File: src/hdl/biou_pkg.sv
// ---------------------------------------------------------------------------
// biou_pkg
// Shared widths, types and axis clip/overlap functions for the box IoU unit.
// ---------------------------------------------------------------------------
package biou_pkg;

  localparam int COORD_BITS = 16;
  localparam int FRAC_BITS  = 16;
  localparam int SIZE_BITS  = COORD_BITS - 1;
  localparam int AREA_BITS  = 2 * SIZE_BITS;
  localparam int UNI_BITS   = AREA_BITS + 1;
  localparam int NUM_BITS   = AREA_BITS + FRAC_BITS;
  localparam int OUT_BITS   = FRAC_BITS + 1;
  localparam int IN_BITS    = 4 * COORD_BITS + 4 * SIZE_BITS;
  localparam int IN_BYTES   = (IN_BITS + 7) / 8;
  localparam int OUT_BYTES  = (OUT_BITS + 7) / 8;

  typedef logic signed [COORD_BITS-1:0] coord_t;
  typedef logic [SIZE_BITS-1:0]         size_t_;
  typedef logic [AREA_BITS-1:0]         area_t;
  typedef logic [UNI_BITS-1:0]          uni_t;

  // One clipped axis of one box: start is non-negative after clipping.
  typedef struct packed {
    logic [SIZE_BITS-1:0] start;
    logic [SIZE_BITS-1:0] size;
  } seg_t;

  typedef struct packed {
    coord_t a_x;
    coord_t a_y;
    size_t_ a_w;
    size_t_ a_h;
    coord_t b_x;
    coord_t b_y;
    size_t_ b_w;
    size_t_ b_h;
  } boxes_t;

  // Clip an axis; kill is set when the box ends before zero.
  function automatic logic [2*SIZE_BITS:0] clip_axis(coord_t start, size_t_ size);
    logic signed [COORD_BITS:0] sum;
    logic [SIZE_BITS-1:0] st;
    logic [SIZE_BITS-1:0] sz;
    logic kill;
    sum  = $signed({start[COORD_BITS-1], start}) + $signed({2'b00, size});
    kill = 1'b0;
    st   = start[SIZE_BITS-1:0];
    sz   = size;
    if (start[COORD_BITS-1]) begin
      kill = sum[COORD_BITS];
      st   = '0;
      sz   = sum[SIZE_BITS-1:0];
    end
    return {kill, st, sz};
  endfunction

  // Strict overlap length of two clipped segments; zero when apart.
  function automatic logic [SIZE_BITS-1:0] overlap(seg_t a, seg_t b);
    logic [SIZE_BITS:0] a1;
    logic [SIZE_BITS:0] b1;
    logic [SIZE_BITS:0] lo;
    logic [SIZE_BITS:0] hi;
    logic [SIZE_BITS:0] d;
    a1 = {1'b0, a.start} + {1'b0, a.size};
    b1 = {1'b0, b.start} + {1'b0, b.size};
    lo = (a.start > b.start) ? {1'b0, a.start} : {1'b0, b.start};
    hi = (a1 < b1) ? a1 : b1;
    d  = hi - lo;
    if (!(a1 > {1'b0, b.start} && b1 > {1'b0, a.start})) begin
      d = '0;
    end
    return d[SIZE_BITS-1:0];
  endfunction

endpackage

File: src/hdl/biou_geom.sv
// ---------------------------------------------------------------------------
// biou_geom
// Front stages: clip both boxes, find overlap lengths, then form the three
// areas with one multiplier each and the union.
// ---------------------------------------------------------------------------
module biou_geom
  import biou_pkg::*;
(
  input  logic   clk,
  input  logic   rst,
  input  logic   en,
  input  logic   in_valid,
  input  boxes_t boxes,
  output logic   out_valid,
  output area_t  inter,
  output uni_t   uni
);

  logic [2*SIZE_BITS:0] cax, cay, cbx, cby;
  seg_t ax, ay, bx, by;
  logic kill;

  // stage 1 registers
  logic v1;
  logic zero1;
  logic [SIZE_BITS-1:0] ix1, iy1;
  size_t_ aw1, ah1, bw1, bh1;

  // stage 2 registers
  logic v2;
  area_t area_a2, area_b2, inter2;

  always_comb begin
    cax  = clip_axis(boxes.a_x, boxes.a_w);
    cay  = clip_axis(boxes.a_y, boxes.a_h);
    cbx  = clip_axis(boxes.b_x, boxes.b_w);
    cby  = clip_axis(boxes.b_y, boxes.b_h);
    ax   = cax[2*SIZE_BITS-1:0];
    ay   = cay[2*SIZE_BITS-1:0];
    bx   = cbx[2*SIZE_BITS-1:0];
    by   = cby[2*SIZE_BITS-1:0];
    kill = cax[2*SIZE_BITS] | cay[2*SIZE_BITS] | cbx[2*SIZE_BITS] | cby[2*SIZE_BITS];
  end

  always_ff @(posedge clk) begin
    if (rst) begin
      v1 <= 1'b0;
      v2 <= 1'b0;
    end else if (en) begin
      v1 <= in_valid;
      v2 <= v1;
    end
    if (en) begin
      zero1 <= kill;
      ix1   <= overlap(ax, bx);
      iy1   <= overlap(ay, by);
      aw1   <= ax.size;
      ah1   <= ay.size;
      bw1   <= bx.size;
      bh1   <= by.size;
      area_a2 <= AREA_BITS'(aw1) * AREA_BITS'(ah1);
      area_b2 <= AREA_BITS'(bw1) * AREA_BITS'(bh1);
      // a killed item has zero intersection, which forces a zero quotient
      inter2  <= zero1 ? '0 : AREA_BITS'(ix1) * AREA_BITS'(iy1);
    end
  end

  assign out_valid = v2;
  assign inter     = inter2;
  assign uni       = {1'b0, area_a2} + {1'b0, area_b2} - {1'b0, inter2};

endmodule

File: src/hdl/biou_div.sv
// ---------------------------------------------------------------------------
// biou_div
// Pipelined restoring divider: one quotient bit per stage, floor of
// (inter << FRAC_BITS) / uni, zero for a zero union.
// ---------------------------------------------------------------------------
module biou_div
  import biou_pkg::*;
(
  input  logic                clk,
  input  logic                rst,
  input  logic                en,
  input  logic                in_valid,
  input  area_t               inter,
  input  uni_t                uni,
  output logic                out_valid,
  output logic [OUT_BITS-1:0] quot
);

  localparam int STEPS = OUT_BITS;
  localparam int REM_BITS = UNI_BITS + 1;

  // inter <= uni, so inter << FRAC_BITS over uni fits OUT_BITS quotient bits;
  // start with the remainder holding inter and shift in FRAC_BITS zeros.
  logic                v   [1:STEPS];
  logic [UNI_BITS-1:0] rem [1:STEPS];
  logic [UNI_BITS-1:0] dv  [1:STEPS];
  logic [OUT_BITS-1:0] q   [1:STEPS];

  for (genvar i = 0; i < STEPS; i++) begin : g_step
    logic                v_in;
    logic [UNI_BITS-1:0] rem_in;
    logic [UNI_BITS-1:0] dv_in;
    logic [OUT_BITS-1:0] q_in;
    logic [REM_BITS-1:0] trial;
    logic [REM_BITS-1:0] shifted;
    logic                take;
    if (i == 0) begin : g_first
      assign v_in   = in_valid;
      assign dv_in  = uni;
      assign q_in   = '0;
      // first step compares inter itself against the divisor
      assign rem_in = {1'b0, inter};
    end else begin : g_next
      assign v_in   = v[i];
      assign dv_in  = dv[i];
      assign q_in   = q[i];
      assign rem_in = rem[i];
    end
    always_comb begin
      shifted = (i == 0) ? {1'b0, rem_in} : {rem_in, 1'b0};
      take    = (dv_in != '0) && (shifted >= {1'b0, dv_in});
      trial   = shifted - {1'b0, dv_in};
    end
    always_ff @(posedge clk) begin
      if (rst) begin
        v[i+1] <= 1'b0;
      end else if (en) begin
        v[i+1] <= v_in;
      end
      if (en) begin
        dv[i+1]  <= dv_in;
        rem[i+1] <= take ? trial[UNI_BITS-1:0] : shifted[UNI_BITS-1:0];
        q[i+1]   <= {q_in[OUT_BITS-2:0], take};
      end
    end
  end

  assign out_valid = v[STEPS];
  assign quot      = q[STEPS];

endmodule

File: src/hdl/box_iou_integer_unit.sv
// ---------------------------------------------------------------------------
// box_iou_integer_unit
// Box-pair intersection over union, integer boxes, Q1.16 result.
// ---------------------------------------------------------------------------
// Pipeline: 2 geometry stages, 17 divider stages and 1 output register.
// Throughput: one box pair per cycle; the whole pipe advances unless the
// output register holds a word that is not taken.
// Reset (rst, synchronous): clears all valid bits; no state otherwise.
module box_iou_integer_unit
  import biou_pkg::*;
(
  input  logic                 clk,
  input  logic                 rst,
  input  logic                 s_axis_tvalid,
  output logic                 s_axis_tready,
  // box_a_x, box_a_y, box_a_width, box_a_height,
  // box_b_x, box_b_y, box_b_width, box_b_height (from bit 0), zero fill
  input  logic [8*IN_BYTES-1:0]  s_axis_tdata,
  output logic                 m_axis_tvalid,
  input  logic                 m_axis_tready,
  // overlap_ratio, zero fill
  output logic [8*OUT_BYTES-1:0] m_axis_tdata
);

  boxes_t boxes;
  logic   en;
  logic   gv, dvld;
  area_t  inter;
  uni_t   uni;
  logic [OUT_BITS-1:0] quot;
  logic [OUT_BITS-1:0] ratio;
  logic   ovalid;

  localparam int W = COORD_BITS;
  localparam int S = SIZE_BITS;

  assign boxes.a_x = s_axis_tdata[W-1:0];
  assign boxes.a_y = s_axis_tdata[2*W-1:W];
  assign boxes.a_w = s_axis_tdata[2*W+S-1:2*W];
  assign boxes.a_h = s_axis_tdata[2*W+2*S-1:2*W+S];
  assign boxes.b_x = s_axis_tdata[3*W+2*S-1:2*W+2*S];
  assign boxes.b_y = s_axis_tdata[4*W+2*S-1:3*W+2*S];
  assign boxes.b_w = s_axis_tdata[4*W+3*S-1:4*W+2*S];
  assign boxes.b_h = s_axis_tdata[4*W+4*S-1:4*W+3*S];

  // advance while the output register is empty or being drained
  assign en            = !ovalid || m_axis_tready;
  assign s_axis_tready = en;

  biou_geom u_geom (
    .clk(clk), .rst(rst), .en(en),
    .in_valid(s_axis_tvalid),
    .boxes(boxes),
    .out_valid(gv), .inter(inter), .uni(uni)
  );

  biou_div u_div (
    .clk(clk), .rst(rst), .en(en),
    .in_valid(gv), .inter(inter), .uni(uni),
    .out_valid(dvld), .quot(quot)
  );

  always_ff @(posedge clk) begin
    if (rst) begin
      ovalid <= 1'b0;
    end else if (en) begin
      ovalid <= dvld;
    end
    if (en) begin
      ratio <= quot;
    end
  end

  assign m_axis_tvalid = ovalid;
  assign m_axis_tdata  = {{(8*OUT_BYTES-OUT_BITS){1'b0}}, ratio};

endmodule

File: config.mk
export PLATFORM = sky130hd
export DESIGN_NAME = box_iou_integer_unit
export DESIGN_NICKNAME = d
export VERILOG_FILES = /design/src/hdl/biou_pkg.sv /design/src/hdl/biou_geom.sv /design/src/hdl/biou_div.sv /design/src/hdl/box_iou_integer_unit.sv
export SDC_FILE = /design/constraint.sdc
export NUM_CORES = 2
export LEC_CHECK = 0
export BUFFER_PORTS_ARGS = -buffer_cell sky130_fd_sc_hd__buf_2
export CAP_MARGIN = 15
export CELL_PAD_IN_SITES_DETAIL_PLACEMENT = 0
export CELL_PAD_IN_SITES_GLOBAL_PLACEMENT = 1
export CORE_MARGIN = 2
export CORE_UTILIZATION = 52
export CTS_CLUSTER_DIAMETER = 50
export DETAILED_ROUTE_END_ITERATION = 6
export PLACE_DENSITY_LB_ADDON = 0.1
export SETUP_SLACK_MARGIN = 0.4
export SYNTH_ARGS = -nofsm -noshare
export SYNTH_HDL_FRONTEND = slang
export SYNTH_SLANG_ARGS = --single-unit
File: constraint.sdc
create_clock -name clk -period 48.7 [get_ports clk]
set_input_delay 7.305 -clock clk [delete_from_list [all_inputs] [get_ports clk]]
set_output_delay 7.305 -clock clk [all_outputs]
set_load 0.005 [all_outputs]
* Yosys cells after proc, flatten, opt, wreduce, memory -nomap -nowiden
Memory sizes are Yosys's and may differ from the RTL's. A register that Yosys moved wholly into a read port is not among the register bits.
Cells that the tools add are included.
** Storage, ports and cells
- Memory bits (writable) :: 1360
- Flip-flop bits (word level) :: 183
- Output and inout port bits :: 26
- Memories kept :: 4
** Memories
- u_div.dv :: depth 17, width 31, rd ports 16, clocked after memory_dff 0, wr ports 17, RTL line biou_div.sv:26 : logic [UNI_BITS-1:0] dv [1:STEPS];
- u_div.rem :: depth 17, width 31, rd ports 16, clocked after memory_dff 0, wr ports 17, RTL line biou_div.sv:25 : logic [UNI_BITS-1:0] rem [1:STEPS];
- u_div.q :: depth 17, width 17, rd ports 17, clocked after memory_dff 1, wr ports 17, RTL line biou_div.sv:27 : logic [OUT_BITS-1:0] q [1:STEPS];
- u_div.v :: depth 17, width 1, rd ports 17, clocked after memory_dff 1, wr ports 17, RTL line biou_div.sv:24 : logic v [1:STEPS];
** Operators by class
- Reduce and logical (&&, ||, !) cells :: 38
- $mul :: 3
- Bitwise operators :: 20
- Order comparisons :: 25
- Muxes and demuxes :: 56
- Add/subtract/negate cells :: 29
** Operator list (count)
- 31-bit 2-to-1 mux :: 17
- 31-bit nonzero test :: 17
- 32-bit by 31-bit >= comparator with 1-bit output :: 16
- 31-bit subtractor :: 16
- 15-bit 2-to-1 mux :: 12
- 15-bit by 15-bit multiplier with 30-bit output :: 3
- 16-bit by 16-bit adder with 17-bit output :: 4
- 15-bit by 15-bit adder with 16-bit output :: 4
- 16-bit by 15-bit greater-than comparator with 1-bit output :: 4
- 16-bit less-than comparator :: 2
- 30-bit by 30-bit adder with 31-bit output :: 1
- 30-bit by 31-bit >= comparator with 1-bit output :: 1
- 30-bit by 31-bit subtractor with 31-bit output :: 1
- 31-bit by 30-bit subtractor with 31-bit output :: 1
- 15-bit greater-than comparator :: 2
- 15-bit subtractor :: 2
- 1-bit 2-to-1 mux :: 27
- 1-bit bitwise OR :: 20
- 1-bit logical AND :: 19
- 1-bit zero test :: 1
- 1-bit logical OR :: 1

* Depth between registers and ports, before layout
- Word-level depth :: 6
- Mapped depth :: 45

* Hierarchy
From an unflattened synthesis, not the netlist that was laid out.
** Unflattened totals
- Cell total of the unflattened synthesis :: 10724
- Area total of the unflattened synthesis :: 110795.0 um^2
** By module, submodules not included
- biou_div :: area each 68892.3 um^2, instances 1, cells an instance 6111, seq. area each 34893.5 um^2
- biou_geom :: area each 41289.6 um^2, instances 1, cells an instance 4584, seq. area each 5475.3 um^2
- box_iou_integer_unit :: area each 613.1 um^2, instances 1, cells an instance 29, seq. area each 530.5 um^2

* Worst setup path before layout
No wires, ideal clock.
- Path type :: input port to output port
- Start :: input m_axis_tready
- End :: output s_axis_tready
- Required time :: 41.395 ns
- Buffers on the path :: 1
- Stages on the path :: 3
- Arrival :: 33.278 ns
- Slack :: 8.117 ns
- Cells stage by stage :: nor2b_1 -> clkbuf_1 -> inv_1
** On the way
- Word-level cells in the longest chain between the ends :: 1
** Ends and longest elaborated chain
- from (decl) :: RTL line box_iou_integer_unit.sv:20 : input logic m_axis_tready,
- 1-bit logical OR :: RTL line box_iou_integer_unit.sv:47 : assign en = !ovalid || m_axis_tready;
- to (decl) :: RTL line box_iou_integer_unit.sv:15 : output logic s_axis_tready,
No other way between the ends.

* Worst setup path in the final report
- Start :: input s_axis_tdata[77]
- End :: register u_geom.ix1[14] (data pin)
** On the way
- Word-level cells in the longest chain between the ends :: 5
- Elaborated cells on any way between the ends :: 11
- Those cells by class :: 2 x add/sub; 4 x order compare; 4 x mux; 1 x reduce/logical
** Ends and longest elaborated chain
- from (decl) :: RTL line box_iou_integer_unit.sv:18 : input logic [8*IN_BYTES-1:0] s_axis_tdata,
- 15-bit 2-to-1 mux :: RTL line biou_pkg.sv:50 : if (start[COORD_BITS-1]) begin
- 15-bit by 15-bit adder with 16-bit output :: RTL line biou_pkg.sv:66 : b1 = {1'b0, b.start} + {1'b0, b.size};
- 16-bit less-than comparator :: RTL line biou_pkg.sv:68 : hi = (a1 < b1) ? a1 : b1;
- 15-bit 2-to-1 mux :: RTL line biou_pkg.sv:68
- 15-bit subtractor :: RTL line biou_pkg.sv:69 : d = hi - lo;
- to (signal assigned) :: RTL line biou_geom.sv:55 : ix1 <= overlap(ax, bx);
- to (decl) :: RTL line biou_geom.sv:26 : logic [SIZE_BITS-1:0] ix1, iy1;
Several ways; a longest one is shown, not always the timed one.
A chain may end at the register's enable or synchronous reset.

==> metrics.csv <==
stage,metric,value,unit
routing,via_count,75890,
hold_path,worstHoldEndpoint,ratio[16],
timing,worst_pin_slew,1243,ps
timing,skew,48.05,ps
synth,yosysWarnings,0,
clock_network,clk_pin_slew,60,ps
timing,tns,0,ps
synth,yosys.cell_count.top_type,inv_1,
cells_and_area,layout.area.seq,40900,um^2
setup_path,arrival,16940,ps
routing,wl_per_cell,20.98,um
global_route,grt_pass1_wl,437900,um
routing,postRouteAntennaNets,0,
hold_path,whs_path_depth,0,
clock_network,cts.sinks,1363,
routing,drtIter0Drc,4704,
timing,slew_headroom,17.14,%
die,ioPinCount,158,
clock_network,post_cts_buffers,0,
global_route,grt_pass1_vias,75800,
timing,drv_slew,0,
synth,ys_seq_area_share,37.78,%
setup_path,worstRegToRegCells,24,
die,start_util,52.28,%
setup_path,endpoint_kind,register,
synth,synth-async-reset-ratio,0,%
routing,drc,0,
clock_network,clockRootBuffer,clkbuf_16,
timing,min_period_over_period,33.72,%
setup_path,setup.worst_path.start_class,primary input,
synth,synth-main-ff-cell,edfxtp_1,
synth,netlist_area,108300,um^2
timing,hold_viol,0,
cells_and_area,area_growth,9.302,%
die,die_area,211800,um^2
setup_path,r2r_slack,41260,ps
clock_network,htree_levels,4,
routing,routed_wirelength,283700,um
cells_and_area,nNetsFinal,12360,
synth,syn_inst,10420,
placement,dp_hpwl,225500,um
synth,synth_edf_count,1360,
hold_path,min_from,u_div.q[17][16],
status,run_status,completed,
clock_network,cts_buffers,180,
global_route,antenna_found_initial,7,
routing,drtPass1Iterations,6,
clock_network,clk_latency,840,ps
clock_network,cts_tree,built,
synth,synth_common_cells,"inv_1, edfxtp_1, ha_1",
routing,via_per_inst,5.613,
setup_path,crit_family,compound AO/OA/AOI/OAI gates,
cells_and_area,drive_gt1_share,8.343,%
run,max-cap-violations,0,
setup_path,crit_buf_inv,6,
synth,synth.top_cell.area_share,37.72,%
synth,yosys.area.top_type,edfxtp_1,
die,die-width,460.3,um
setup_path,critical_path.max_stage_delay,560,ps
setup_path,r2r-start,u_geom.iy1[8],
setup_path,crit_slowest_cell,inv_1,
synth,synth.area.top_cells,"edfxtp_1, ha_1, fa_1",
timing,fmax,0.06089,GHz
timing,setup_viol,0,
clock_network,post_cts_resized,0,
placement,portBuffers,146,
die,coreArea,207100,um^2
global_route,grt_overflow_total,0,
synth,synth_cell_type_count,101,
setup_path,crit_type,in2reg,
setup_path,worstPathRequired,49220,ps
clock_network,cts_hold_buf,0,
die,chipHeight,460.3,um
timing,min_period,16420,ps
cells_and_area,multiInputGateArea,61240,um^2
global_route,grt_max_degree,184,
cells_and_area,fillers,17750,
timing,rsz0062_at_grt,no,
hold_path,hold_path.class,reg2reg,
placement,gp_congestion,0.9316,
global_route,grt_usage,26.79,%
setup_path,regToRegEndpoint,u_geom.inter[28],
die,row_count,167,
synth,synth.avg_cell_area,10.39,um^2
setup_path,crit_fanout,36,
clock_network,clockBufferDepth,3,
synth,ys_seq_elements,1363,
## metrics by stage
stage / setup WS [ps] / cells / hold slack, ps / cell area [um^2] / utilization [%]
2_1_floorplan: 8117 / 10430 / 400.3 / 108300 / -
3_3_place_gp: 31740 / 13180 / 400.5 / 112100 / 54.12
3_5_place_dp: 31640 / 13180 / 404.5 / 112100 / 54.12
4_1_cts: 32450 / 13510 / 409.5 / 118200 / 57.10
5_1_grt: 31550 / 13520 / 420.9 / 118300 / 57.14
6_report: 32280 / 13520 / 403.9 / 118300 / 57.14
## per-layer routing
| layer | part of all wire (%) | routed length [um] | global-route usage (%) |
|---|---|---|---|
| met3 | 3.5 | 9948 | 2.986 |
| met1 | 42 | 118800 | 33.34 |
| met4 | 4.4 | 12470 | 10.85 |
| met2 | 50 | 142500 | 47.33 |
| met5 | 0.014 | 41 | 0 |
## worst max path at each step
| stage | to | cells past startpoint | start | slack (ps) |
|---|---|---|---|---|
| 6_report | u_geom.ix1[14] | 42 | s_axis_tdata[77] | 32280 |
| 5_1_grt | u_geom.ix1[14] | 42 | s_axis_tdata[77] | 31550 |
| 4_1_cts | u_geom.ix1[14] | 42 | s_axis_tdata[77] | 32450 |
| 3_5_place_dp | u_geom.ix1[14] | 42 | s_axis_tdata[77] | 31640 |
| 3_3_place_gp | u_geom.ix1[14] | 42 | s_axis_tdata[77] | 31740 |
| 2_1_floorplan | s_axis_tready | 3 | m_axis_tready | 8120 |
## flip-flops by register name (all words and copies together) (netlist names), 15 cells and up
name	cells
u_geom.area_b2	30
u_geom.ah1	15
u_div.dv	496
u_geom.area_a2	30
u_geom.aw1	15
u_geom.inter	30
u_div.rem	496
u_div.v	17
u_geom.iy1	15
u_div.q	153
u_geom.bh1	15
ratio	17
u_geom.bw1	15
u_geom.ix1	15
## layout by cell type, fill, tap and decap left out, types with 206 or more instances in the layout
cell type / n
fa_1: 557
inv_1: 1443
xor2_1: 206
a21oi_1: 540
ha_1: 1096
xnor2_1: 400
nand2_1: 911
mux2_2: 337
o21ai_0: 407
nor2_1: 511
and2_1: 328
edfxtp_1: 1360
a21o_1: 340
## final cells by class
type,instances,share of cell area (%)
inverters,1446,4.593
multi-input cells,7402,51.75
well taps,2788,2.948
flip-flops and latches,1363,34.57
repair buffers,182,0.9263
clock buffers,200,3.924
clock inverters,135,1.279
diodes,4,0.008459
## logic make-up (layout without fill, tap and decap cells)
kind of cell               after synthesis  count (layout)  synth area share [%]
AOI/OAI and AO/OA                     2033            2033                 12.06
other                                    1              11              0.003464
adders and majority gates             1653            1653                 22.97
and+or+nand+nor                       2658            2658                 11.89
xor gates and xnor gates               606             606                 4.903
DFF                                   1363            1363                 37.78
buffers and inverters                 1663            1963                 5.822
muxes                                  445             445                 4.570
Power is not shown: default switching activity piles up to over one toggle a cycle in this logic, so the estimate is an artifact.
